===== config.mk =====
export PLATFORM = sky130hd
export DESIGN_NAME = levenshtein_edit_distance_core
export DESIGN_NICKNAME = d
export VERILOG_FILES = /design/src/led_pkg.sv /design/src/levenshtein_edit_distance_core.sv
export SDC_FILE = /design/constraint.sdc
export NUM_CORES = 1
export LEC_CHECK = 0
export ABC_CLOCK_PERIOD_IN_PS = 9850
export BUFFER_PORTS_ARGS = -buffer_cell sky130_fd_sc_hd__buf_2
export CAP_MARGIN = 20
export CORE_AREA = 3 3 234 236
export DETAILED_ROUTE_END_ITERATION = 10
export DIE_AREA = 0 0 237 239
export PLACE_DENSITY = 0.45
export SKIP_CTS_REPAIR_TIMING = 1
export SLEW_MARGIN = 20
export SYNTH_ARGS = -nofsm -noshare
export SYNTH_HDL_FRONTEND = slang
export SYNTH_SLANG_ARGS = --single-unit

===== constraint.sdc =====
create_clock -name aclk -period 9.85 [get_ports aclk]
set_input_delay 1.97 -clock aclk [delete_from_list [all_inputs] [get_ports aclk]]
set_output_delay 1.97 -clock aclk [all_outputs]
set_load 0.01 [all_outputs]

===== src/led_pkg.sv =====
// Shared types and constants for the edit distance core.
`timescale 1ns / 1ps

package led_pkg;

    // Item kinds
    localparam logic [1:0] KIND_FIRST   = 2'd0;
    localparam logic [1:0] KIND_SECOND  = 2'd1;
    localparam logic [1:0] KIND_COMPUTE = 2'd2;

    localparam int unsigned DIST_W = 7;
    localparam logic [DIST_W-1:0] TOO_LONG_DIST = 7'd99;

    typedef struct packed {
        logic [1:0] kind;
        logic [7:0] char_code;
    } led_in_t;

    typedef struct packed {
        logic [DIST_W-1:0] distance;
        logic              too_long;
    } led_out_t;

endpackage


===== src/levenshtein_edit_distance_core.sv =====
// Load items are taken while the FSM is idle, one load item per cycle sustained
// while no compute runs. A compute item walks the DP cells one cell per cycle in
// S_CELL, with an S_ROW fetch before each row, using the DP row memory's read and
// write ports. Empty or over-long words skip the DP and go straight to S_DONE.
// Reset (aresetn low, synchronous) clears both word lengths, the FSM and the
// output valid; word and row memories hold no reset and need no clearing pass.
`timescale 1ns / 1ps

module levenshtein_edit_distance_core #(
    parameter int unsigned WORD_SLOTS = 16
) (
    input  logic             aclk,
    input  logic             aresetn,
    input  logic             s_valid,
    output logic             s_ready,
    input  led_pkg::led_in_t s_data,
    output logic             m_valid,
    input  logic             m_ready,
    output led_pkg::led_out_t m_data
);
    import led_pkg::*;

    localparam int unsigned LW    = $clog2(WORD_SLOTS + 1);
    localparam int unsigned DW    = $clog2(WORD_SLOTS);
    localparam int unsigned DEPTH = WORD_SLOTS - 1;
    localparam int unsigned AW    = (WORD_SLOTS > 2) ? $clog2(WORD_SLOTS - 1) : 1;

    typedef enum logic [3:0] {
        S_IDLE = 4'b0001,
        S_ROW  = 4'b0010,
        S_CELL = 4'b0100,
        S_DONE = 4'b1000
    } state_t;

    state_t state_reg, state_next;

    logic [LW-1:0] first_len_reg, first_len_next;
    logic [LW-1:0] second_len_reg, second_len_next;
    logic [LW-1:0] i_reg, i_next;
    logic [LW-1:0] j_reg, j_next;
    logic [LW-1:0] diag_reg, diag_next;
    logic [LW-1:0] left_reg, left_next;
    logic [DIST_W-1:0] res_dist_reg, res_dist_next;
    logic              res_long_reg, res_long_next;
    logic              m_valid_reg, m_valid_next;
    led_out_t          out_reg, out_next;

    // Memories and their ports
    logic [7:0]    first_mem [DEPTH];
    logic [7:0]    second_mem [DEPTH];
    logic [DW-1:0] row_mem [DEPTH];

    logic          fw_wr_en, sw_wr_en;
    logic [AW-1:0] word_wr_addr;
    logic          fw_rd_en, sw_rd_en, dp_rd_en, dp_wr_en;
    logic [AW-1:0] fw_rd_addr, sw_rd_addr, dp_rd_addr, dp_wr_addr;
    logic [DW-1:0] dp_wr_data;
    logic [7:0]    fw_rd_data_reg, sw_rd_data_reg;
    logic [DW-1:0] dp_rd_data_reg;

    logic          accept;
    logic [LW-1:0] i_m1, j_m1, len_sel;
    logic [LW-1:0] above, cost, up1, left1, diag1, min_ul, cell_val;

    assign accept  = s_valid && s_ready;
    assign s_ready = (state_reg == S_IDLE);
    assign m_valid = m_valid_reg;
    assign m_data  = out_reg;

    assign i_m1 = i_reg - LW'(1);
    assign j_m1 = j_reg - LW'(1);

    // One DP cell: min of above+1, left+1, diag+cost; row one reads above as j
    assign above  = (i_reg == LW'(1)) ? j_reg : LW'(dp_rd_data_reg);
    assign cost   = LW'(fw_rd_data_reg != sw_rd_data_reg);
    assign up1    = above + LW'(1);
    assign left1  = left_reg + LW'(1);
    assign diag1  = diag_reg + cost;
    assign min_ul = (up1 < left1) ? up1 : left1;
    assign cell_val = (min_ul < diag1) ? min_ul : diag1;

    assign len_sel = (s_data.kind == KIND_FIRST) ? first_len_reg : second_len_reg;
    assign word_wr_addr = len_sel[AW-1:0];

    // Next-state logic
    always_comb begin
        state_next      = state_reg;
        first_len_next  = first_len_reg;
        second_len_next = second_len_reg;
        i_next          = i_reg;
        j_next          = j_reg;
        diag_next       = diag_reg;
        left_next       = left_reg;
        res_dist_next   = res_dist_reg;
        res_long_next   = res_long_reg;
        m_valid_next    = m_valid_reg && !m_ready;
        out_next        = out_reg;
        fw_wr_en        = 1'b0;
        sw_wr_en        = 1'b0;
        fw_rd_en        = 1'b0;
        sw_rd_en        = 1'b0;
        dp_rd_en        = 1'b0;
        dp_wr_en        = 1'b0;
        fw_rd_addr      = i_m1[AW-1:0];
        sw_rd_addr      = j_reg[AW-1:0];
        dp_rd_addr      = j_reg[AW-1:0];
        dp_wr_addr      = j_m1[AW-1:0];
        dp_wr_data      = cell_val[DW-1:0];

        unique case (state_reg)
            S_IDLE: begin
                if (accept) begin
                    unique case (s_data.kind)
                        KIND_FIRST: begin
                            fw_wr_en = (first_len_reg < LW'(WORD_SLOTS - 1));
                            if (first_len_reg < LW'(WORD_SLOTS)) begin
                                first_len_next = first_len_reg + LW'(1);
                            end
                        end
                        KIND_SECOND: begin
                            sw_wr_en = (second_len_reg < LW'(WORD_SLOTS - 1));
                            if (second_len_reg < LW'(WORD_SLOTS)) begin
                                second_len_next = second_len_reg + LW'(1);
                            end
                        end
                        KIND_COMPUTE: begin
                            res_long_next = 1'b0;
                            priority if (first_len_reg == LW'(WORD_SLOTS) ||
                                         second_len_reg == LW'(WORD_SLOTS)) begin
                                res_dist_next = TOO_LONG_DIST;
                                res_long_next = 1'b1;
                                state_next    = S_DONE;
                            end else if (first_len_reg == '0) begin
                                res_dist_next = DIST_W'(second_len_reg);
                                state_next    = S_DONE;
                            end else if (second_len_reg == '0) begin
                                res_dist_next = DIST_W'(first_len_reg);
                                state_next    = S_DONE;
                            end else begin
                                i_next     = LW'(1);
                                state_next = S_ROW;
                            end
                        end
                        default: begin
                            // unused kind: drop the item
                        end
                    endcase
                end
            end
            S_ROW: begin
                // Fetch the row character and the first cell's operands
                fw_rd_en   = 1'b1;
                sw_rd_en   = 1'b1;
                dp_rd_en   = 1'b1;
                sw_rd_addr = '0;
                dp_rd_addr = '0;
                j_next     = LW'(1);
                diag_next  = i_m1;
                left_next  = i_reg;
                state_next = S_CELL;
            end
            S_CELL: begin
                // Write back this cell, fetch the next one
                dp_wr_en  = 1'b1;
                left_next = cell_val;
                diag_next = above;
                if (j_reg == second_len_reg) begin
                    if (i_reg == first_len_reg) begin
                        res_dist_next = DIST_W'(cell_val);
                        state_next    = S_DONE;
                    end else begin
                        i_next     = i_reg + LW'(1);
                        state_next = S_ROW;
                    end
                end else begin
                    sw_rd_en = 1'b1;
                    dp_rd_en = 1'b1;
                    j_next   = j_reg + LW'(1);
                end
            end
            S_DONE: begin
                // Hand the result to the output register and clear the words
                if (!m_valid_reg || m_ready) begin
                    out_next.distance = res_dist_reg;
                    out_next.too_long = res_long_reg;
                    m_valid_next      = 1'b1;
                    first_len_next    = '0;
                    second_len_next   = '0;
                    state_next        = S_IDLE;
                end
            end
            default: begin
                state_next = S_IDLE;
            end
        endcase
    end

    // Control registers
    always_ff @(posedge aclk) begin
        if (!aresetn) begin
            state_reg      <= S_IDLE;
            first_len_reg  <= '0;
            second_len_reg <= '0;
            m_valid_reg    <= 1'b0;
        end else begin
            state_reg      <= state_next;
            first_len_reg  <= first_len_next;
            second_len_reg <= second_len_next;
            m_valid_reg    <= m_valid_next;
        end
    end

    // Datapath registers
    always_ff @(posedge aclk) begin
        i_reg        <= i_next;
        j_reg        <= j_next;
        diag_reg     <= diag_next;
        left_reg     <= left_next;
        res_dist_reg <= res_dist_next;
        res_long_reg <= res_long_next;
        out_reg      <= out_next;
    end

    // First word memory
    always_ff @(posedge aclk) begin
        if (fw_wr_en) begin
            first_mem[word_wr_addr] <= s_data.char_code;
        end
        if (fw_rd_en) begin
            fw_rd_data_reg <= first_mem[fw_rd_addr];
        end
    end

    // Second word memory
    always_ff @(posedge aclk) begin
        if (sw_wr_en) begin
            second_mem[word_wr_addr] <= s_data.char_code;
        end
        if (sw_rd_en) begin
            sw_rd_data_reg <= second_mem[sw_rd_addr];
        end
    end

    // DP row memory; the read for cell j+1 never hits the cell j being written
    always_ff @(posedge aclk) begin
        if (dp_wr_en) begin
            row_mem[dp_wr_addr] <= dp_wr_data;
        end
        if (dp_rd_en) begin
            dp_rd_data_reg <= row_mem[dp_rd_addr];
        end
    end

endmodule


==> flow_metrics.py, run 1 <==
metrics = {
    "power": {
        "swShare_pct": 20.82,
        "p_sw_uw": 675.9,
        "total_leakage_power_nw": 5.928,
        "power_frac_seq_pct": 53.0,
        "vdd_ir_drop_max_uv": 129.3,
        "clkPwrFrac_pct": 45.6,
        "intPower_mw": 2.570,
        "comb_power_share_pct": 1.4,
        "total_power_mw": 3.246,
        "power.density_mw_per_mm2": 180.7,
    },
    "sta": {
        "finalCriticalPeriod_ps": 5979,
        "rsz0062_at_grt": "false",
        "relSlewSlack_pct": 24.72,
        "fmax_mhz": 167.2,
        "finalSetupViolations": 0,
        "finClkSkew_ps": 31.15,
        "slew_viol_final": 0,
        "hold_viol": 0,
        "tns_ps": 0,
        "worst_slew_pin_slew_ps": 1124,
        "period_share_pct": 60.70,
    },
    "worst_setup_path": {
        "cp_max_fo": 15,
        "startpoint_type": "register",
        "critPathKind": "register to register",
        "crit_required_ps": 10070,
        "arrival_ps": 6200,
        "cp-end-kind": "register",
    },
    "clock_tree": {
        "cts_max_path_buffers": 3,
        "cts_root_buffer": "clkbuf_16",
        "clk_pin_slew_ps": 60,
        "tritoncts": "done",
        "cts_sinks": 369,
        "cts_max_level": 2,
        "clock_latency_ps": 580,
        "numCtsBuffers": 42,
    },
    "synthesis": {
        "synth_edf_count": 354,
        "yosys_warnings": 0,
        "synth_area_mm2": 0.01586,
        "yosysUniqueCellTypes": 60,
        "synthArstFlopShare_pct": 0,
        "syn_inst": 1112,
        "syn_nets": 1151,
        "ys_seq_area_share_pct": 68.94,
        "synth_seq_cells": 369,
        "synth_ff_type": "edfxtp_1",
        "avgSynthCellArea_um2": 14.26,
    },
    "drt": {
        "vias": 9123,
        "finalWirelength_um": 40780,
        "dr.first_iter.drc_count": 718,
        "wl_per_cell_um": 22.03,
        "final_antenna_net_count": 0,
        "vias_per_cell": 4.929,
        "drc": 0,
        "firstDrtPassIters": 6,
    },
    "final_layout": {
        "finalNetCount": 1169,
        "mostFrequentLayoutCell": "edfxtp_1",
        "antenna_cells": 0,
        "drive_gt1_share_pct": 12.64,
        "num-fill-cells": 5067,
        "area_delta_synth_final_pct": 13.31,
        "top_regs": "first_mem (120), second_mem (120), row_mem (60)",
        "layout_common_cells": "edfxtp_1, nand2_1, nor2_1, nand3_1, clkbuf_16",
    },
    "min_path": {
        "hp-class": "register to register",
    },
    "floorplan": {
        "dieArea_mm2": 0.05664,
        "core_mm2": 0.05266,
        "pin_count": 24,
        "die_x_um": 237,
        "initial_core_util_pct": 30.11,
        "die_h_um": 239,
        "rows": 84,
    },
    "place": {
        "gp_congestion": 0.7887,
        "dp_hpwl_um": 25700,
        "io_buffers": 23,
    },
    "global_routing": {
        "antenna_found_initial": 0,
        "grt_usage_pct": 14.44,
        "grt_first_pass_wirelength_um": 61020,
        "grt_pass1_vias": 9268,
        "gr-total-overflow": 0,
        "grt_max_degree": 72,
    },
    "flow_run": {
        "cap_violations": 0,
    },
    "run_status": {
        "outcome": "finished clean",
    },
}
area by class of cell:
type / count / area (µm²) / area share (%)
Clock inverter: 23 / 205.2 / 1.142
Inverter: 29 / 111.4 / 0.6198
Tap cell: 688 / 860.8 / 4.791
Multi-Input combinational cell: 650 / 4534 / 25.24
Clock buffer: 54 / 1096 / 6.101
Timing Repair Buffer: 38 / 227.7 / 1.267
Sequential cell: 369 / 10930 / 60.84
per-layer routing:
metal	track usage (%)	vias up	wire, µm	share of wire (%)
li1	-	4246	-	-
met1	19.80	4631	18760	46
met2	23.39	183	19190	47
met3	2.792	63	1849	4.5
met4	4.178	0	987	2.4
met5	0	-	0	0
per-stage QoR:
step / utilization (%) / cell area (µm²) / hold WS, ps / setup slack [ps] / cells
after floorplan: - / 15860 / 400.3 / 4981 / 1112
after global placement: 31.63 / 16660 / 406.4 / 4112 / 1774
after detailed placement: 31.64 / 16660 / 409.8 / 3935 / 1774
after CTS: 34.12 / 17960 / 423.8 / 3902 / 1851
after global routing: 34.12 / 17970 / 437.2 / 3433 / 1851
final: 34.12 / 17970 / 421.9 / 3871 / 1851
cell families (layout without fill, tap and decap cells):
kind of cell             Yosys count  count (layout)  synth area share, %
buffers and inverters             93             144                2.667
XOR/XNOR                          43              43                2.375
adder cells (fa/ha/maj)           25              25                1.973
AND/OR/NAND/NOR                  359             359                10.58
multiplexers                      57              57                6.455
AO/OA/AOI/OAI                    166             166                7.008
flip-flops                       369             369                68.94
cells in the mapped netlist (12+ instances only):
library cell	number	area share, %
nor2b_1	13	0.51
buf_2	17	0.54
a21oi_1	14	0.44
nand2_1	139	3.3
a211oi_1	41	1.9
nand3_1	51	1.6
edfxtp_1	354	67
a31oi_1	33	1.3
clkbuf_1	32	0.76
a311oi_1	12	0.66
inv_1	28	0.66
or3_1	12	0.47
xnor2_1	16	0.88
o21ai_0	39	1.2
nor2_1	87	2.1
dfxtp_1	15	1.9
mux4_2	36	5.1
xor2_1	27	1.5
mux2i_1	19	1.2
ha_1	25	2.0
power groups by stage:
stage               sequential (mW)  clock [mW]  combinational, mW
CTS                            1.72        1.52             0.0482
detailed placement             1.75           0             0.0482
finish                         1.72        1.48             0.0465
floorplan                      1.75           0             0.0168
global route                   1.72        1.58             0.0512
global placement               1.75           0             0.0473
worst paths after layout:
kind / start / to / slack, ps / depth (start not counted)
hold / removal: res_dist_reg[5] / m_data[6] / 420 / 0
setup / recovery: i_reg[1] / row_mem[7][3] / 3870 / 21
setup reg to reg: i_reg[1] / row_mem[7][3] / 3870 / 21
hold reg to reg: res_dist_reg[5] / m_data[6] / 420 / 0
worst max-delay path, cell delays in order (launching register included):
cell	delay (ps)
edfxtp_1	490
inv_1	120
ha_1	160
nor4b_4	560
mux2i_1	390
inv_1	80
ha_1	220
nand3_1	100
xnor2_1	90
a21oi_1	220
inv_1	70
ha_1	330
a21oi_1	200
o21ai_0	210
a31oi_4	280
mux2_1	380
ha_1	210
a21o_1	200
a31o_2	290
o22ai_4	260
mux2i_1	450
inv_1	320
Note: power is estimated with default switching activity, not from simulation.
==> inputs of run 2 (changes only) <==
--- a/config.mk
+++ b/config.mk
@@ -5,13 +5,13 @@
 export SDC_FILE = /design/constraint.sdc
 export NUM_CORES = 1
 export LEC_CHECK = 0
-export ABC_CLOCK_PERIOD_IN_PS = 9850
+export ABC_CLOCK_PERIOD_IN_PS = 5500
 export BUFFER_PORTS_ARGS = -buffer_cell sky130_fd_sc_hd__buf_2
 export CAP_MARGIN = 20
 export CORE_AREA = 3 3 234 236
 export DETAILED_ROUTE_END_ITERATION = 10
 export DIE_AREA = 0 0 237 239
-export PLACE_DENSITY = 0.45
+export PLACE_DENSITY = 0.46
 export SKIP_CTS_REPAIR_TIMING = 1
 export SLEW_MARGIN = 20
 export SYNTH_ARGS = -nofsm -noshare
==> constraint.sdc (replaced) <==
create_clock -name aclk -period 5.5 [get_ports aclk]
set_input_delay 1.1 -clock aclk [delete_from_list [all_inputs] [get_ports aclk]]
set_output_delay 1.1 -clock aclk [all_outputs]
set_load 0.01 [all_outputs]
==> flow_metrics.py, run 2 (synthesis gave the netlist of run 1 again) <==
metrics = {
    "global_routing": {
        "busiest_layer": "met2",
        "gr-total-overflow": 0,
        "grt_pass1_vias": 9218,
        "grt_use_met1_pct": 18.86,
        "grt_use_met2_pct": 22.57,
        "grt_first_pass_wirelength_um": 58950,
        "grt_max_degree": 71,
        "antenna_found_initial": 0,
        "grt_usage_pct": 13.73,
        "grtUsageMet3_pct": 2.503,
    },
    "clock_tree": {
        "clock_latency_ps": 550,
        "cts_max_level": 2,
        "clk_pin_slew_ps": 60,
        "cts_sinks": 369,
        "cts_root_buffer": "clkbuf_16",
        "cts_max_path_buffers": 3,
        "tritoncts": "done",
        "numCtsBuffers": 43,
    },
    "worst_setup_path": {
        "startpoint_type": "register",
        "max_stage_delay_ps": 420,
        "critPathKind": "register to register",
        "cp_common_cell": "ha_1",
        "cp_max_fo": 15,
        "cp_slowest_cell": "mux2_1",
        "cpLargestDelayFamily": "compound AO/OA/AOI/OAI gates",
        "worstPathCellList": "inv_1 -> ha_1 -> nor4b_4 -> mux2_2 -> ha_1 -> nand3_1 -> xnor2_1 -> a21oi_2 -> inv_1 -> ha_1 -> a21oi_1 -> o21ai_1 -> a31oi_4 -> mux2_1 -> ha_1 -> a21o_1 -> a31o_2 -> o22ai_4 -> mux2i_4 -> inv_2",
        "arrival_ps": 5420,
        "crit_required_ps": 5770,
        "cp-end-kind": "register",
        "critPathBufInv": 3,
    },
    "flow_run": {
        "cap_violations": 0,
    },
    "sta": {
        "finalCriticalPeriod_ps": 5154,
        "hold_viol": 0,
        "worst_slew_pin_slew_ps": 1034,
        "finClkSkew_ps": 14.73,
        "relSlewSlack_pct": 30.83,
        "rsz0062_at_grt": "false",
        "slew_viol_final": 0,
        "whs_ps": 408.3,
        "setup_slack_ps": 345.7,
        "period_share_pct": 93.71,
        "fmax_mhz": 194.0,
        "finalSetupViolations": 0,
        "tns_ps": 0,
    },
    "place": {
        "place_inst": 1779,
        "gp_congestion": 0.7649,
        "dp_hpwl_um": 24430,
        "placed_area_mm2": 0.01669,
        "io_buffers": 23,
        "pre_cts_ws_ps": 90.18,
    },
    "drt": {
        "firstDrtPassIters": 5,
        "wl_per_cell_um": 20.83,
        "finalWirelength_um": 38660,
        "vias": 9065,
        "drc": 0,
        "vias_per_cell": 4.884,
        "dr.first_iter.drc_count": 593,
        "final_antenna_net_count": 0,
    },
    "final_layout": {
        "finalNonFillerCells": 1856,
        "layout_common_cells": "edfxtp_1, nand2_1, nor2_1, nand3_1, clkbuf_16",
        "mostFrequentLayoutCell": "edfxtp_1",
        "fin_util_pct": 34.39,
        "drive_gt1_share_pct": 14.13,
        "antenna_cells": 0,
        "finalNetCount": 1176,
        "final_cell_area_mm2": 0.01811,
        "num-fill-cells": 5035,
        "top_regs": "first_mem (120), second_mem (120), row_mem (60)",
        "area_delta_synth_final_pct": 14.22,
    },
    "min_path": {
        "hp-class": "register to register",
    },
    "floorplan": {
        "rows": 84,
        "die_h_um": 239,
        "pin_count": 24,
        "core_mm2": 0.05266,
        "dieArea_mm2": 0.05664,
        "die_x_um": 237,
        "initial_core_util_pct": 30.11,
    },
    "power": {
        "total_leakage_power_nw": 5.997,
        "total_power_mw": 5.927,
        "power.density_mw_per_mm2": 327.3,
        "vdd_ir_drop_max_uv": 155.1,
    },
    "run_status": {
        "outcome": "finished clean",
    },
}
==> run 2: cell count changes in the layout (fill, tap and decap cells not counted), sizes merged <==
cell    before  now
inv         29   31
clkinv      19   17
buf         38   44
bufinv       2    5
clkbuf      54   50
==> run 2: final cells by class <==
cell class,instances,area [µm²],share of cell area [%]
Sequential cell,369,10930,60.36
Multi-Input combinational cell,650,4571,25.24
Clock buffer,50,1102,6.087
Tap cell,688,860.8,4.753
Timing Repair Buffer,44,276.5,1.527
Clock inverter,26,257.7,1.423
Inverter,29,111.4,0.6149
==> run 2: worst reg2reg max path, stage by stage (launching register included) <==
cell and delay (ps):
edfxtp_1 380, inv_1 90, ha_1 140, nor4b_4 290, mux2_2 390, ha_1 240
nand3_1 110, xnor2_1 90, a21oi_2 160, inv_1 60, ha_1 330, a21oi_1 200
o21ai_1 150, a31oi_4 260, mux2_1 420, ha_1 220, a21o_1 190, a31o_2 280
o22ai_4 320, mux2i_4 370, inv_2 170
==> run 2: final timing paths <==
path / start / to / slack, ps / cells after the start
worst max-delay path: i_reg[1] / row_mem[1][3] / 350 / 20
worst min-delay path: res_dist_reg[5] / m_data[6] / 410 / 0
worst max register to register: i_reg[1] / row_mem[1][3] / 350 / 20
worst min register to register: res_dist_reg[5] / m_data[6] / 410 / 0
==> run 2: power by group <==
part	total (mW)	internal [mW]	switching (mW)
Clock	2.77	1.67	1.10
Sequential	3.08	3.07	0.00556
Combinational	0.0781	0.0169	0.0612
Total	5.93	4.76	1.17
==> run 2: per-layer routing <==
metal	vias to the layer above	share of wire, %
li1	4261	-
met1	4597	47
met2	158	48
met3	49	3.5
met4	0	1.8
met5	-	0
==> inputs of run 3 (changes only) <==
--- a/config.mk
+++ b/config.mk
@@ -9,9 +9,11 @@
 export BUFFER_PORTS_ARGS = -buffer_cell sky130_fd_sc_hd__buf_2
 export CAP_MARGIN = 20
 export CORE_AREA = 3 3 234 236
+export CTS_CLUSTER_DIAMETER = 50
 export DETAILED_ROUTE_END_ITERATION = 10
 export DIE_AREA = 0 0 237 239
 export PLACE_DENSITY = 0.46
+export RECOVER_POWER = 25
 export SKIP_CTS_REPAIR_TIMING = 1
 export SLEW_MARGIN = 20
 export SYNTH_ARGS = -nofsm -noshare
==> flow_metrics.py, run 3 (synthesis gave the netlist of run 1 again) <==
metrics = {
    "global_routing": {
        "grt_use_met2_pct": 22.69,
        "antenna_found_initial": 0,
        "gr-total-overflow": 0,
        "busiest_layer": "met2",
        "grtUsageMet3_pct": 2.503,
        "grt_use_met1_pct": 18.69,
        "grt_usage_pct": 13.74,
        "grt_max_degree": 71,
        "grt_pass1_vias": 9313,
        "grt_first_pass_wirelength_um": 59040,
    },
    "power": {
        "p_sw_mw": 1.251,
        "swShare_pct": 20.77,
        "power.density_mw_per_mm2": 331.0,
        "comb_power_share_pct": 1.3,
        "intPower_mw": 4.770,
        "clkPwrFrac_pct": 47.6,
        "total_power_mw": 6.021,
        "vdd_ir_drop_max_uv": 208.8,
        "total_leakage_power_nw": 6.017,
        "power_frac_seq_pct": 51.2,
    },
    "sta": {
        "whs_ps": 417.2,
        "hold_viol": 0,
        "tns_ps": 0,
        "finalSetupViolations": 0,
        "finalCriticalPeriod_ps": 5141,
        "period_share_pct": 93.47,
        "finClkSkew_ps": 19.17,
        "slew_viol_final": 93,
        "fmax_mhz": 194.5,
        "worst_slew_pin_slew_ps": 1573,
        "relSlewSlack_pct": -4.841,
        "rsz0062_at_grt": "false",
    },
    "final_layout": {
        "drive_gt1_share_pct": 13.96,
        "top_regs": "first_mem (120), second_mem (120), row_mem (60)",
        "finalNetCount": 1179,
        "mostFrequentLayoutCell": "edfxtp_1",
        "fin_util_pct": 34.55,
        "num-fill-cells": 5043,
        "antenna_cells": 0,
        "area_delta_synth_final_pct": 14.73,
        "layout_common_cells": "edfxtp_1, nand2_1, nor2_1, nand3_1, clkbuf_16",
    },
    "clock_tree": {
        "cts_root_buffer": "clkbuf_16",
        "tritoncts": "done",
        "clk_pin_slew_ps": 60,
        "cts_sinks": 369,
        "cts_max_level": 2,
        "clock_latency_ps": 570,
        "numCtsBuffers": 46,
        "cts_max_path_buffers": 3,
    },
    "place": {
        "dp_hpwl_um": 24430,
        "io_buffers": 23,
        "gp_congestion": 0.7649,
    },
    "floorplan": {
        "rows": 84,
        "pin_count": 24,
        "dieArea_mm2": 0.05664,
        "initial_core_util_pct": 30.11,
        "core_mm2": 0.05266,
        "die_x_um": 237,
        "die_h_um": 239,
    },
    "drt": {
        "firstDrtPassIters": 5,
        "dr.first_iter.drc_count": 593,
        "vias_per_cell": 4.908,
        "drc": 0,
        "wl_per_cell_um": 20.81,
        "final_antenna_net_count": 0,
        "vias": 9144,
        "finalWirelength_um": 38770,
    },
    "worst_setup_path": {
        "cp-end-kind": "register",
        "critPathBufInv": 3,
        "max_stage_delay_ps": 420,
        "r2r_slack_ps": 360,
        "worstPathCellList": "inv_1 -> ha_1 -> nor4b_4 -> mux2_2 -> ha_1 -> nand3_1 -> xnor2_1 -> a21oi_2 -> inv_1 -> ha_1 -> a21oi_1 -> o21ai_1 -> a31oi_4 -> mux2_1 -> ha_1 -> a21o_1 -> a31o_2 -> o22ai_4 -> mux2i_4 -> inv_2",
        "critPathKind": "register to register",
        "cpLargestDelayFamily": "compound AO/OA/AOI/OAI gates",
        "crit_required_ps": 5780,
        "rr_endpoint": "row_mem[4][3]",
        "cp_slowest_cell": "mux2_1",
        "arrival_ps": 5420,
        "cp_max_fo": 15,
        "startpoint_type": "register",
        "r2r_start": "i_reg[1]",
        "r2r_cells": 20,
        "cp_common_cell": "ha_1",
    },
    "min_path": {
        "hp-start": "res_dist_reg[5]",
        "worstHoldEndpoint": "m_data[6]",
        "whs_path_depth": 0,
        "hp-class": "register to register",
    },
    "flow_run": {
        "cap_violations": 3,
    },
    "run_status": {
        "violations": "max-capacitance violations, max-slew violations",
        "outcome": "finished, violations left",
    },
}
==> run 3: area by class of cell <==
type	count	area, µm²	share of cell area (%)
Clock inverter	29	214.0	1.176
Timing Repair Buffer	44	265.3	1.458
Tap cell	688	860.8	4.732
Clock buffer	54	1245	6.844
Sequential cell	369	10930	60.09
Inverter	29	111.4	0.6121
Multi-Input combinational cell	650	4564	25.09
==> run 3: worst register-to-register path, delay by kind of cell (launching register included) <==
kind / cells / cell delay, ps
AO/OA/AOI/OAI: 7 / 1560
buffers and inverters: 3 / 320
multiplexers: 3 / 1180
adder cells (fa/ha/maj): 4 / 930
XOR/XNOR: 1 / 90
AND/OR/NAND/NOR: 2 / 400
flip-flops: 1 / 380
==> run 3: worst max path at each step <==
stage | cells after the start | endpoint | from
2_1_floorplan | 21 | row_mem[0][1] | i_reg[1]
3_5_place_dp | 20 | row_mem[10][3] | i_reg[1]
3_3_place_gp | 20 | row_mem[5][3] | i_reg[1]
6_report | 20 | row_mem[4][3] | i_reg[1]
5_1_grt | 20 | row_mem[5][3] | i_reg[1]
4_1_cts | 20 | row_mem[10][3] | i_reg[1]
==> run 3: metal layers <==
layer / vias to the layer above / share of wire, % / wire length (µm)
li1: 4280 / - / -
met1: 4625 / 46 / 17850
met2: 189 / 48 / 18570
met3: 50 / 4.2 / 1614
met4: 0 / 1.9 / 733
met5: - / 0 / 0
==> run 3: metrics by stage <==
stage               cell area (µm²)  setup slack, ps  std cells
finish                        18190            359.0       1863
global route                  18190            37.72       1863
CTS                           18150            58.66       1862
detailed placement            16690            90.18       1779
global placement              16690            187.5       1779
floorplan                     15860            630.8       1112
==> run 3: power by group through the flow <==
stage                     registers, mW  clock network (mW)  logic, mW
final                              3.08                2.86     0.0768
after global routing               3.08                3.06     0.0863
after CTS                          3.08                2.94     0.0804
after detailed placement           3.14                   0     0.0804
after global placement             3.14                   0     0.0792
after floorplan                    3.13                   0     0.0300
